$ cat src/hdl/lfj_pkg.sv
package lfj_pkg;

  // Sizing of the list storage.
  localparam int MAX_LISTS  = 4;
  localparam int LIST_DEPTH = 256;

  localparam int KEY_W     = 32;
  localparam int CFG_W     = 3;
  localparam int LIST_W    = $clog2(MAX_LISTS);
  localparam int CNT_W     = LIST_W + 1;
  localparam int POS_W     = $clog2(LIST_DEPTH + 1);
  localparam int IDX_W     = $clog2(LIST_DEPTH);
  localparam int ADDR_W    = LIST_W + IDX_W;
  localparam int MEM_DEPTH = MAX_LISTS * (2 ** IDX_W);

  // Request codes.
  localparam logic [1:0] FN_LOAD = 2'd0;
  localparam logic [1:0] FN_INIT = 2'd1;
  localparam logic [1:0] FN_NEXT = 2'd2;
  localparam logic [1:0] FN_SEEK = 2'd3;

  typedef logic signed [KEY_W-1:0] key_t;

  typedef struct packed {
    logic [1:0]              func;
    logic [1:0]              list_sel;
    logic signed [KEY_W-1:0] value;
  } in_item_t;

  typedef struct packed {
    logic signed [KEY_W-1:0] match_key;
    logic                    at_end;
  } out_item_t;

endpackage

$ cat src/hdl/lfj_key_cmp.sv
module lfj_key_cmp
  import lfj_pkg::*;
(
  input  key_t a,
  input  key_t b,
  output logic lt,
  output logic eq
);

  // Signed key ordering shared by loads, the init sort and the search.
  assign lt = (a < b);
  assign eq = (a == b);

endmodule

$ cat config.mk
export PLATFORM = sky130hd
export DESIGN_NAME = lfj_key_cmp
export DESIGN_NICKNAME = d
export VERILOG_FILES = /design/src/hdl/lfj_pkg.sv /design/src/hdl/lfj_key_cmp.sv
export SDC_FILE = /design/constraint.sdc
export NUM_CORES = 1
export LEC_CHECK = 0
export BUFFER_PORTS_ARGS = -buffer_cell sky130_fd_sc_hd__buf_2
export CAP_MARGIN = 20
export CORE_MARGIN = 2
export CORE_UTILIZATION = 45
export DETAILED_ROUTE_END_ITERATION = 16
export GPL_ROUTABILITY_DRIVEN = 0
export PLACE_DENSITY_LB_ADDON = 0.15
export SYNTH_ARGS = -nofsm -noshare
export SYNTH_HDL_FRONTEND = slang
export SYNTH_SLANG_ARGS = --single-unit
$ cat constraint.sdc
create_clock -name vclk -period 6.84
set_clock_uncertainty 0.15 [all_clocks]
set_input_delay 2.052 -clock vclk [all_inputs]
set_output_delay 2.052 -clock vclk [all_outputs]
set_load 0.05 [all_outputs]
==> results_dict.tcl <==
set metrics [dict create \
    status "complete, no violations" \
    remaining_drc_errors 0 \
    max_cap_violations 0 \
    die_x_um 46.71 \
    core_area_mm2 0.001727 \
    nFillCells 156 \
    grt_pass1_vias 821 \
    critPathLaunch "a[21]" \
    drive_gt1_share_pct 39.66 \
    grt_max_degree 5 \
    vias 977 \
    cp_cell_sequence "buf_2 -> ha_1 -> a21oi_1 -> o21ai_1 -> a221oi_1 -> o2111ai_1 -> o22ai_2 -> buf_2" \
    critPathMaxFanout 2 \
    vdd_drop_max_mv 0.02954 \
    period_needed_ns 5.947 \
    p_leak_nw 0.7653 \
    postSynthCellCount 113 \
    seq_cells 0 \
    crit_slowest_cell "a221oi_1" \
    io_buffers 66 \
    ys_seq_area_share_pct 0 \
    synth.avg_cell_area_um2 7.264 \
    globalRouteOverflowTotal 0 \
    first_iter_violations 11 \
    floorplan.initialDensity_pct 47.54 \
    n_antenna_cell 0 \
    die_h_um 46.71 \
    ys_types 24 \
    fin_crit_sh_pct 86.95 \
    area_growth_pct 44.05 \
    path_buf_inv 2 \
    cts_hold_buf 0 \
    synth_top_area_share_pct 48.78 \
    max_stage_delay_ns 0.40 \
    worst_setup_path_start_kind "input port" \
    seq_area_um2 0 \
    synth_area_leader_cell "ha_1" \
    fin_setup_tns_ns 0 \
    hpwl_um 1732 \
    hold_viol_final 0 \
    clock_buffer_count 0 \
    num-nets-final 277 \
    crit_family "compound AO/OA/AOI/OAI gates" \
    hp-class "input port to output pin" \
    syn_nets 209 \
    antenna_found_initial 0 \
    setup_viol 0 \
    endpoint_kind "output pin" \
    worst_pin_slew_ns 0.3817 \
    cpMostUsedCell "buf_2" \
    track_usage_pct 15.98 \
    postRouteAntennaNets 0 \
    viasPerCell 4.789 \
    top_level_ports 66 \
    design.die.area_mm2 0.002181 \
    post_drt_wl_per_cell_um 8.721 \
    grt_pass1_wl_um 2760 \
    max_freq_mhz 168.1 \
    multi_input_area_um2 700.7 \
    slew_headroom_pct 74.55 \
    cts_resized 0 \
    crit_required_ns 4.64 \
    worst-path-stages 8 \
    setup.worst_path.end "lt" \
    syn_area_um2 820.8 \
    cellPowerDensity_mw_per_mm2 52.71 \
    drt-total-wl_um 1779 \
    yosys_warnings 0 \
    total_power_mw 0.06232 \
    critPathKind "input port to output pin" \
    cp_data_arrival_time_ns 3.75 \
    whs_ns 4.521 \
    drt_first_pass_iters 4 \
    dp_slack_ns 0.8908 \
    slew_violations 0 \
    min_from "a[31]" \
    synth_area_leaders "ha_1 49%, inv_1 15%, a21oi_1 6.7%, nand4_1 4.6%, nand2_1 3.2%" \
    yosys-top-cells-count "32 x ha_1, 32 x inv_1, 11 x a21oi_1" \
    rsz0062_at_grt "no" \
    cts_setup_buffers 0 \
    worst_slack_ns 0.8927 \
    core.rowCount 15 \
]
[cell families (layout without fill, tap and decap cells)]
| kind of cell | count (synthesis) | in the layout | share of synthesized area [%] |
|---|---|---|---|
| fa+ha+maj | 32 | 32 | 48.78 |
| buf+inv | 32 | 98 | 14.63 |
| simple gates | 24 | 24 | 16.01 |
| compound gates | 25 | 25 | 20.58 |
[stage by stage]
| stage | instance area, um^2 | utilization [%] | cells |
|---|---|---|---|
| after CTS | 1182 | 68.48 | 204 |
| after global placement | 1182 | 68.48 | 204 |
| final | 1182 | 68.48 | 204 |
| after global routing | 1182 | 68.48 | 204 |
| after floorplan | 820.8 | - | 113 |
| after detailed placement | 1182 | 68.48 | 204 |
[report_power, final]
group	leakage [nW]	internal, mW	switching, mW
Clock	0	0	0
Combinational	0.765	0.0321	0.0302
Sequential	0	0	0
[cell usage in the layout (no fill, tap or decap), types with 2 or more instances in the layout]
cell type | Yosys | routed
a21oi_1 | 11 | 11
nand4_1 | 6 | 6
inv_1 | 32 | 32
buf_2 | 0 | 66
o21ai_0 | 2 | 2
nor2_1 | 4 | 4
nand3_1 | 2 | 2
ha_1 | 32 | 32
a21o_1 | 2 | 2
nand2_1 | 7 | 7
[cell type report]
| type | count | area share [%] |
|---|---|---|
| multi-input combinational | 81 | 59.26 |
| inverter | 32 | 10.16 |
| tap | 25 | 2.646 |
| timing repair buffer | 66 | 27.94 |
[metal layers]
metal	GRT usage (%)	vias up	part of all wire [%]
li1	-	528	-
met1	16.78	417	42
met4	0	0	0
met3	0	0	5.8
met2	36.11	32	52
met5	0	-	0
[worst min-delay path by stage]
stage	cells past startpoint	endpoint
after global placement	4	lt
after detailed placement	4	lt
after global routing	4	lt
after CTS	4	lt
after floorplan	2	lt
final	4	lt
Note: power is estimated with default switching activity, not from simulation.
